==> src/dfc_pkg.sv <==
// Shared constants and types for the disparity to false colour core.
// No dependencies; imported by the channel interfaces and the core.
package dfc_pkg;

  // Field widths
  localparam int unsigned CODE_W  = 8;
  localparam int unsigned PIX_W   = 8;
  localparam int unsigned BF_W    = 24;
  // 40 * (2^24 - 1) fits in 30 bits
  localparam int unsigned NUM_W   = 30;
  // Quarter-pixel and half-code disparities both fit in 7 bits
  localparam int unsigned DISP_W  = 7;
  localparam int unsigned QUO_W   = 8;

  localparam logic [BF_W-1:0] BF_RESET = 24'd97280;
  localparam logic [CODE_W-1:0] CODE_HALF_MIN = 8'd128;
  localparam logic [DISP_W-1:0] DISP_OFFSET = 7'd32;

  // Colour bins: depth is scaled by 1000 and compared with bounds times 255
  localparam int unsigned SCALED_W    = 18;
  localparam int unsigned FRAC_NUM_W  = 16;
  localparam int unsigned RECIP_W     = 18;
  localparam int unsigned RECIP_SHIFT = 24;
  localparam int unsigned DEPTH_SCALE = 1000;
  localparam int unsigned NUM_BINS    = 7;

  typedef logic [2:0] bin_t;
  // Colour bit 2 is red, bit 1 green, bit 0 blue
  typedef logic [2:0] rgb_t;

  localparam int unsigned BIN_LO_SCALED [NUM_BINS] = '{
    0 * 255, 114 * 255, 299 * 255, 413 * 255, 587 * 255, 701 * 255, 886 * 255
  };
  localparam int unsigned BIN_HI_SCALED [NUM_BINS] = '{
    114 * 255, 299 * 255, 413 * 255, 587 * 255, 701 * 255, 886 * 255, 1000 * 255
  };
  localparam int unsigned BIN_SPAN [NUM_BINS] = '{
    114, 185, 114, 174, 114, 185, 114
  };
  // ceil(2^24 / span): exact floor division for numerators below 2^16
  localparam int unsigned BIN_RECIP [NUM_BINS] = '{
    ((1 << 24) + 113) / 114, ((1 << 24) + 184) / 185, ((1 << 24) + 113) / 114,
    ((1 << 24) + 173) / 174, ((1 << 24) + 113) / 114, ((1 << 24) + 184) / 185,
    ((1 << 24) + 113) / 114
  };
  // End colours: black, blue, red, magenta, green, cyan, yellow, white
  localparam rgb_t BIN_RGB [NUM_BINS+1] = '{
    3'b000, 3'b001, 3'b100, 3'b101, 3'b010, 3'b011, 3'b110, 3'b111
  };

endpackage

==> src/dfc_if.sv <==
// Valid/ready channel interfaces for pixels in, colours out and configuration.
// Depends on dfc_pkg for the field widths.
interface dfc_pix_if import dfc_pkg::*; ();
  logic              valid;
  logic              ready;
  logic [CODE_W-1:0] disparity_code;

  modport source (output valid, output disparity_code, input ready);
  modport sink   (input valid, input disparity_code, output ready);
endinterface

interface dfc_color_if import dfc_pkg::*; ();
  logic             valid;
  logic             ready;
  logic [PIX_W-1:0] depth_byte;
  logic [PIX_W-1:0] red;
  logic [PIX_W-1:0] green;
  logic [PIX_W-1:0] blue;

  modport source (output valid, output depth_byte, output red, output green,
                  output blue, input ready);
  modport sink   (input valid, input depth_byte, input red, input green,
                  input blue, output ready);
endinterface

interface dfc_cfg_if import dfc_pkg::*; ();
  logic            valid;
  logic            ready;
  logic [BF_W-1:0] baseline_focal_q8;

  modport source (output valid, output baseline_focal_q8, input ready);
  modport sink   (input valid, input baseline_focal_q8, output ready);
endinterface

==> src/disparity_to_false_color_core.sv <==
// Disparity to false colour core: pipelined depth decode, divider and colour map.
// Depends on dfc_pkg and the channel interfaces in dfc_if.sv.
//
// Usage
//   pix_i carries one coded disparity byte per request. color_o returns, per
//   request and in order, the display depth byte and its false-colour RGB.
//   cfg_i writes baseline times focal length (BF_FRAC_BITS fraction bits); it
//   is always ready and should only be written while the pipeline is empty.
//   Requests pass through 13 register stages to color_o. Throughput is one
//   pixel per cycle while color_o.ready is high: one decode stage, one
//   saturation stage, eight restoring-divider stages (one quotient bit
//   each), then a bin-select stage, a reciprocal-multiply stage and the
//   output register.
//   Each stage has its own valid bit and loads whenever it is empty or the
//   stage after it moves, so bubbles close up under a stall.
//   When color_o.ready is low the result holds and the pipeline fills; pix_i
//   stays ready until every stage is occupied. Nothing is dropped or repeated.
//   Reset empties the pipeline and loads the register with 380.0.
module disparity_to_false_color_core import dfc_pkg::*; #(
  parameter int unsigned BF_FRAC_BITS = 8
) (
  input  logic clk_i,
  input  logic rst_ni,
  dfc_pix_if.sink     pix_i,
  dfc_color_if.source color_o,
  dfc_cfg_if.sink     cfg_i
);

  localparam int unsigned DW = DISP_W + BF_FRAC_BITS;
  localparam int unsigned CW = (DW + QUO_W > NUM_W) ? DW + QUO_W : NUM_W;
  localparam int unsigned L  = 13;
  localparam int unsigned S_SAT  = 1;
  localparam int unsigned S_DIV0 = 2;
  localparam int unsigned S_DIVN = 9;
  localparam int unsigned S_BIN  = 10;
  localparam int unsigned S_MUL  = 11;
  localparam int unsigned S_OUT  = 12;

  logic [BF_W-1:0] bf_q;
  logic [L-1:0]    vld_q;
  logic [L-1:0]    en;

  // Configuration register
  assign cfg_i.ready = 1'b1;

  always_ff @(posedge clk_i or negedge rst_ni) begin
    if (!rst_ni) begin
      bf_q <= BF_RESET;
    end else if (cfg_i.valid) begin
      bf_q <= cfg_i.baseline_focal_q8;
    end
  end

  // Stage enables: a stage loads when empty or when its successor moves
  always_comb begin
    en[L-1] = !vld_q[L-1] || color_o.ready;
    for (int k = L - 2; k >= 0; k--) begin
      en[k] = !vld_q[k] || en[k+1];
    end
  end

  assign pix_i.ready = en[0];

  // Advance valid bits
  always_ff @(posedge clk_i or negedge rst_ni) begin
    if (!rst_ni) begin
      vld_q <= '0;
    end else begin
      if (en[0]) begin
        vld_q[0] <= pix_i.valid;
      end
      for (int k = 1; k < L; k++) begin
        if (en[k]) begin
          vld_q[k] <= vld_q[k-1];
        end
      end
    end
  end

  // Stage 0: decode code into numerator and shifted disparity
  logic [NUM_W-1:0]  num_d;
  logic [DISP_W-1:0] disp_d;
  logic [NUM_W-1:0]  num0_q;
  logic [DW-1:0]     den0_q;

  always_comb begin
    if (pix_i.disparity_code == '0) begin
      num_d  = '0;
      disp_d = DISP_W'(1);
    end else if (pix_i.disparity_code < CODE_HALF_MIN) begin
      num_d  = (NUM_W'(bf_q) << 5) + (NUM_W'(bf_q) << 3);
      disp_d = pix_i.disparity_code[DISP_W-1:0];
    end else begin
      num_d  = (NUM_W'(bf_q) << 3) + (NUM_W'(bf_q) << 1);
      disp_d = pix_i.disparity_code[CODE_W-1:1] - DISP_OFFSET;
    end
  end

  always_ff @(posedge clk_i) begin
    if (en[0]) begin
      num0_q <= num_d;
      den0_q <= DW'(disp_d) << BF_FRAC_BITS;
    end
  end

  // Stage 1 checks for saturation; divider stages: restoring division, one quotient bit a stage
  logic [CW-1:0]    rem_q [S_SAT:S_DIVN];
  logic [DW-1:0]    den_q [S_SAT:S_DIVN];
  logic [QUO_W-1:0] quo_q [S_SAT:S_DIVN];
  logic             sat_q [S_SAT:S_DIVN];

  always_ff @(posedge clk_i) begin
    if (en[S_SAT]) begin
      rem_q[S_SAT] <= CW'(num0_q);
      den_q[S_SAT] <= den0_q;
      quo_q[S_SAT] <= '0;
      sat_q[S_SAT] <= CW'(num0_q) >= (CW'(den0_q) << QUO_W);
    end
  end

  for (genvar s = S_DIV0; s <= S_DIVN; s++) begin : g_div
    localparam int unsigned B = S_DIVN - s;
    logic [CW-1:0] shifted;
    logic          take;

    assign shifted = CW'(den_q[s-1]) << B;
    assign take    = rem_q[s-1] >= shifted;

    always_ff @(posedge clk_i) begin
      if (en[s]) begin
        rem_q[s] <= take ? rem_q[s-1] - shifted : rem_q[s-1];
        den_q[s] <= den_q[s-1];
        quo_q[s] <= quo_q[s-1] | (QUO_W'(take) << B);
        sat_q[s] <= sat_q[s-1];
      end
    end
  end

  // Bin stage: saturate depth, find colour bin, form numerators
  logic [PIX_W-1:0]      depth_c;
  logic [SCALED_W-1:0]   scaled_c;
  bin_t                  bin_c;
  logic [FRAC_NUM_W-1:0] numf_c;
  logic [FRAC_NUM_W-1:0] numc_c;

  logic [PIX_W-1:0]      dep_a_q;
  bin_t                  bin_a_q;
  logic [FRAC_NUM_W-1:0] numf_a_q;
  logic [FRAC_NUM_W-1:0] numc_a_q;
  logic [RECIP_W-1:0]    rcp_a_q;

  always_comb begin
    depth_c  = sat_q[S_DIVN] ? '1 : quo_q[S_DIVN];
    scaled_c = SCALED_W'(depth_c) * SCALED_W'(DEPTH_SCALE);
    bin_c    = bin_t'(NUM_BINS - 1);
    for (int i = NUM_BINS - 2; i >= 0; i--) begin
      if (scaled_c < SCALED_W'(BIN_HI_SCALED[i])) begin
        bin_c = bin_t'(i);
      end
    end
    numf_c = FRAC_NUM_W'(scaled_c - SCALED_W'(BIN_LO_SCALED[bin_c]));
    numc_c = numf_c + FRAC_NUM_W'(BIN_SPAN[bin_c] - 1);
  end

  always_ff @(posedge clk_i) begin
    if (en[S_BIN]) begin
      dep_a_q  <= depth_c;
      bin_a_q  <= bin_c;
      numf_a_q <= numf_c;
      numc_a_q <= numc_c;
      rcp_a_q  <= RECIP_W'(BIN_RECIP[bin_c]);
    end
  end

  // Multiply stage: floor and ceiling quotients by reciprocal
  localparam int unsigned PW = FRAC_NUM_W + RECIP_W;
  logic [PW-1:0]    prodf;
  logic [PW-1:0]    prodc;
  logic [PIX_W-1:0] dep_b_q;
  bin_t             bin_b_q;
  logic [PIX_W-1:0] qf_b_q;
  logic [PIX_W-1:0] qc_b_q;

  assign prodf = PW'(numf_a_q) * PW'(rcp_a_q);
  assign prodc = PW'(numc_a_q) * PW'(rcp_a_q);

  always_ff @(posedge clk_i) begin
    if (en[S_MUL]) begin
      dep_b_q <= dep_a_q;
      bin_b_q <= bin_a_q;
      qf_b_q  <= prodf[RECIP_SHIFT +: PIX_W];
      qc_b_q  <= prodc[RECIP_SHIFT +: PIX_W];
    end
  end

  // Output stage: pick each channel from its bin's end colours
  rgb_t             lo_rgb;
  rgb_t             hi_rgb;
  logic [PIX_W-1:0] chan [3];
  logic [PIX_W-1:0] dep_o_q;
  logic [PIX_W-1:0] red_q;
  logic [PIX_W-1:0] green_q;
  logic [PIX_W-1:0] blue_q;

  always_comb begin
    lo_rgb = BIN_RGB[bin_b_q];
    hi_rgb = BIN_RGB[bin_b_q + bin_t'(1)];
    for (int k = 0; k < 3; k++) begin
      if (lo_rgb[k] == hi_rgb[k]) begin
        chan[k] = lo_rgb[k] ? '1 : '0;
      end else if (hi_rgb[k]) begin
        chan[k] = qf_b_q;
      end else begin
        chan[k] = ~qc_b_q;
      end
    end
  end

  always_ff @(posedge clk_i) begin
    if (en[S_OUT]) begin
      dep_o_q <= dep_b_q;
      red_q   <= chan[2];
      green_q <= chan[1];
      blue_q  <= chan[0];
    end
  end

  assign color_o.valid      = vld_q[S_OUT];
  assign color_o.depth_byte = dep_o_q;
  assign color_o.red        = red_q;
  assign color_o.green      = green_q;
  assign color_o.blue       = blue_q;

  // Checks
  a_empty_out_ready: assert property (@(posedge clk_i) disable iff (!rst_ni)
    !vld_q[S_OUT] |-> pix_i.ready)
    else $error("input not ready with an empty output stage");

  a_zero_black: assert property (@(posedge clk_i) disable iff (!rst_ni)
    (color_o.valid && color_o.depth_byte == '0) |->
      (color_o.red == '0 && color_o.green == '0 && color_o.blue == '0))
    else $error("zero depth not mapped to black");

  a_full_white: assert property (@(posedge clk_i) disable iff (!rst_ni)
    (color_o.valid && color_o.depth_byte == '1) |->
      (color_o.red == '1 && color_o.green == '1 && color_o.blue == '1))
    else $error("full-scale depth not mapped to white");

  a_stall_fill: assert property (@(posedge clk_i) disable iff (!rst_ni)
    (vld_q[S_OUT] && !color_o.ready) |=> vld_q[S_OUT])
    else $error("result lost under stall");

endmodule
==> src/flat_wrapper.sv <==
// flat-port wrapper written by rule: the top's interface ports become plain ports
module disparity_to_false_color_core_flat import dfc_pkg::*;
#(
  parameter int unsigned BF_FRAC_BITS = 8
)
  (clk_i, rst_ni, pix_i_valid, pix_i_disparity_code, pix_i_ready, color_o_valid, color_o_depth_byte, color_o_red, color_o_green, color_o_blue, color_o_ready, cfg_i_valid, cfg_i_baseline_focal_q8, cfg_i_ready);
  dfc_pix_if pix_i_i ();
  dfc_color_if color_o_i ();
  dfc_cfg_if cfg_i_i ();
  input  logic clk_i;
  input  logic rst_ni;
  input wire logic [$bits(pix_i_i.valid)-1:0] pix_i_valid;
  input wire logic [$bits(pix_i_i.disparity_code)-1:0] pix_i_disparity_code;
  output wire logic [$bits(pix_i_i.ready)-1:0] pix_i_ready;
  output wire logic [$bits(color_o_i.valid)-1:0] color_o_valid;
  output wire logic [$bits(color_o_i.depth_byte)-1:0] color_o_depth_byte;
  output wire logic [$bits(color_o_i.red)-1:0] color_o_red;
  output wire logic [$bits(color_o_i.green)-1:0] color_o_green;
  output wire logic [$bits(color_o_i.blue)-1:0] color_o_blue;
  input wire logic [$bits(color_o_i.ready)-1:0] color_o_ready;
  input wire logic [$bits(cfg_i_i.valid)-1:0] cfg_i_valid;
  input wire logic [$bits(cfg_i_i.baseline_focal_q8)-1:0] cfg_i_baseline_focal_q8;
  output wire logic [$bits(cfg_i_i.ready)-1:0] cfg_i_ready;
  assign pix_i_i.valid = pix_i_valid;
  assign pix_i_i.disparity_code = pix_i_disparity_code;
  assign pix_i_ready = pix_i_i.ready;
  assign color_o_valid = color_o_i.valid;
  assign color_o_depth_byte = color_o_i.depth_byte;
  assign color_o_red = color_o_i.red;
  assign color_o_green = color_o_i.green;
  assign color_o_blue = color_o_i.blue;
  assign color_o_i.ready = color_o_ready;
  assign cfg_i_i.valid = cfg_i_valid;
  assign cfg_i_i.baseline_focal_q8 = cfg_i_baseline_focal_q8;
  assign cfg_i_ready = cfg_i_i.ready;
  disparity_to_false_color_core #(.BF_FRAC_BITS(BF_FRAC_BITS)) u_core (.clk_i(clk_i), .rst_ni(rst_ni), .pix_i(pix_i_i), .color_o(color_o_i), .cfg_i(cfg_i_i));
endmodule
==> config.mk <==
export PLATFORM = sky130hd
export DESIGN_NAME = disparity_to_false_color_core_flat
export DESIGN_NICKNAME = d
export VERILOG_FILES = /design/src/dfc_pkg.sv /design/src/dfc_if.sv /design/src/disparity_to_false_color_core.sv /design/src/flat_wrapper.sv
export SDC_FILE = /design/constraint.sdc
export NUM_CORES = 2
export LEC_CHECK = 0
export BUFFER_PORTS_ARGS = -buffer_cell sky130_fd_sc_hd__buf_2
export CORE_UTILIZATION = 65
export DETAILED_ROUTE_END_ITERATION = 12
export PLACE_DENSITY_LB_ADDON = 0.1
export RECOVER_POWER = 25
export SLEW_MARGIN = 20
export SYNTH_ARGS = -nofsm -noshare
export SYNTH_HDL_FRONTEND = slang
export SYNTH_SLANG_ARGS = --single-unit
export TNS_END_PERCENT = 5
==> constraint.sdc <==
create_clock -name clk_i -period 27.9 [get_ports clk_i]
set_input_delay 6.975 -clock clk_i [delete_from_list [all_inputs] [get_ports clk_i]]
set_output_delay 6.975 -clock clk_i [all_outputs]
set_load 0.02 [all_outputs]
==> implementation parameters <==
Parameter                              Value

Status
  Status    complete, no violations

Synthesis
  Number of enable flip-flop cells after synthesis    476
  Top_reg_cell synth    edfxtp_1
  Area of the mapped netlist    37560 sq um
  Cell types with the largest area share after synthesis    edfxtp_1, fa_1, ha_1, inv_1, xnor2_1
  Synthesis Warnings    0
  Cell with the most instances after synthesis    inv_1
  Portion of the post-synthesis area used by sequential elements    0.4054
  Ranking of synthesized cells by instance count    inv_1, edfxtp_1, ha_1
  Count of unique library cells instantiated by Yosys    84
  Post-synthesis async set-or-reset flop share    0.07212
  Share of the synthesized area in the top cell type    0.3806
  Cell type with the highest aggregate area in the netlist    edfxtp_1
  Cells after Synth    3169
  Yosys reg bits    513
  Synthesized area per cell    11.85 sq um
  Syn Nets    3950

Timing
  Clock skew    0.03237 ns
  RSZ-0062 raised after global routing    false
  Max-slew headroom at the worst pin    0.2240
  Pins Over Slew Limit    0
  Worst-Margin Slew    1.164 ns
  Post-Route Setup TNS    0 ns
  Share of the clock period used by the worst path    0.6281
  Number of failing hold endpoints at the final stage    0
  Highest clock frequency the design can meet    57.06 MHz
  Least setup slack across all paths after layout    10.38 ns
  Period minus WS final    17.52 ns
  Total setup violations reported at the end of the flow    0

Clock network
  Post CTS Setup Buffer Count    0
  CTS clock-pin slew for the worst setup and hold paths    0.07 ns
  Clock Root Buffer    clkbuf_16
  Clk buf depth    3
  Number of cells upsized or downsized after cts    0
  Clock sink total    513
  Number of buffers created by CTS    49
  Number of levels the H-tree was split into    2
  Clock tree from TritonCTS    yes
  Later-pin clock latency in the skew report    0.61 ns
  Hold bufs inserted after CTS    0

Global routing
  Peak-usage layer in the global routing report    met2
  Wire length of the first global-routing pass    126800 um
  Met1 usage    0.3411
  Maximum number of pins on one net before global-route repair    50
  Met3 GRT Util    0.02947
  Met2 Track Usage GR    0.4963
  Overflow after GRT    0
  Number of global-route vias before repair    24690
  Antenna violations before repair    0
  Combined global-route utilization of all metal layers    0.2717

Layout
  Antenna diode count    0
  Share of final-layout standard cells stronger than drive strength 1    0.07080
  Final layout net count    4031
  Syn-to-layout area delta    7.715%

Critical path
  Startpoint Class    input port
  Required time worst endpoint    20.92 ns
  Peak fanout along the critical path    44
  Type of destination of the critical path    output pin
  Classification of the worst setup path    in -> out
  Depth of the worst register-to-register path    37
  Largest incremental delay on the critical path    0.78 ns
  Critical-path cell list    buf_2, nor2b_1, and2_1, and3_1, nand4_1, buf_4, nor2_1, nand3_2, nor2_1, nand3_1, buf_4, buf_2
  CP arrival    10.55 ns
  Library cell contributing the largest single delay on the critical path    nand3_2

Floorplanning
  Boundary Pins    72
  Die height    242.4 um
  Area of the core region    56710 sq um
  Rows    87
  Total Die Area    58750 sq um
  Die Span X    242.4 um
  Effective utilization at floorplan    0.6623

Detailed routing
  DRC violations left    0
  DR pass1 iterations    7
  DRC violation total after the first TritonRoute iteration    1207
  Average routed wire per standard cell    18.78 um
  Post-detailed-route count of antenna-violating nets    0
  Vias after detailed routing    23090
  Mean number of vias per cell    5.705
  Post-Route WL    76010 um

Place
  Last weighted congestion value of the routability-driven placer    0.9375
  Input/output buffers    70
  Setup Slack @ Placement    10.38 ns
  DPL Wire Length    61110 um

Job
  Count of max-cap constraint violations    0

Min path
  Hold-critical path depth    0
  Path category of the worst min-delay check    reg -> reg
## worst max-delay path: cells and delay by family
kind                   cells  cell delay (ns)
AND/OR/NAND/NOR            8             2.62
buffers and inverters      4             0.92
## placed cells by master (no fill, tap or decap), types with 45 or more instances in the layout
cell and n:
inv_1 517, edfxtp_1 476, ha_1 432, fa_1 312, and2_1 149, nor2_1 146, a21oi_1 133, nand2_1 120
xnor2_1 114, a21o_1 74, o21ai_0 72, xor2_1 70, buf_2 70, clkbuf_16 51, nor3_1 45
## path summary, 6_finish.rpt
path                                                from  slack [ns]                       endpoint
setup / recovery                           color_o_ready       10.38                    pix_i_ready
hold / removal             u_core.quo_q[0][39]$_DFFE_PP_        0.41  u_core.quo_q[0][47]$_DFFE_PP_
setup reg to reg            u_core.sat_q[0][9]$_DFFE_PP_       17.13  u_core.numc_a_q[15]$_DFFE_PP_
hold reg to reg            u_core.quo_q[0][39]$_DFFE_PP_        0.41  u_core.quo_q[0][47]$_DFFE_PP_
max in group asynchronous                         rst_ni       20.85   u_core.vld_q[11]$_DFFE_PN0P_
min in group asynchronous                         rst_ni        6.49    u_core.bf_q[19]$_DFFE_PN0P_
## state kept, by name, summed over array words and instances (netlist names), 9 cells and up
| signal | flops |
|---|---|
| u_core.bf_q | 24 |
| u_core.den_q | 56 |
| u_core.num0_q | 29 |
| u_core.numc_a_q | 16 |
| u_core.numf_a_q | 16 |
| u_core.quo_q | 36 |
| u_core.rem_q | 232 |
| u_core.sat_q | 9 |
| u_core.vld_q | 13 |
## metrics by stage
stage	hold WS, ns	cells	instance area [sq um]	util
after floorplan	0.4003	3169	37560	-
after global placement	0.4008	3955	38750	0.6833
after detailed placement	0.4045	3955	38750	0.6833
after CTS	0.4143	4047	40450	0.7133
after global routing	0.4233	4047	40460	0.7134
final	0.4122	4047	40460	0.7134
## cells by family after synthesis
kind of cell | count (synthesis) | synth area share
buffers and inverters | 570 | 0.05713
xor gates and xnor gates | 185 | 0.04334
muxes | 43 | 0.01259
and+or+nand+nor | 716 | 0.1015
adders and majority gates | 744 | 0.3102
DFF | 513 | 0.4054
other | 1 | 0.00009984
AOI/OAI and AO/OA | 397 | 0.06973
## layer usage
layer  wire length (um)  up-vias
met5                  0        -
met2              40200      458
li1                   -    10980
met4               2073        0
met1              31350    11510
met3               2399      136
## cell type report
class | instances | area (sq um)
Inverter | 519 | 1948
Timing Repair Buffer | 81 | 432.9
Sequential cell | 513 | 15230
Fill cell | 3982 | 16260
Multi-Input combinational cell | 2086 | 20210
Clock inverter | 30 | 369.1
Tap cell | 756 | 945.9
Clock buffer | 62 | 1328
Power is left out: the tool's default activity adds up to more than one toggle a clock period on the data nets, which glitch-free logic cannot reach.
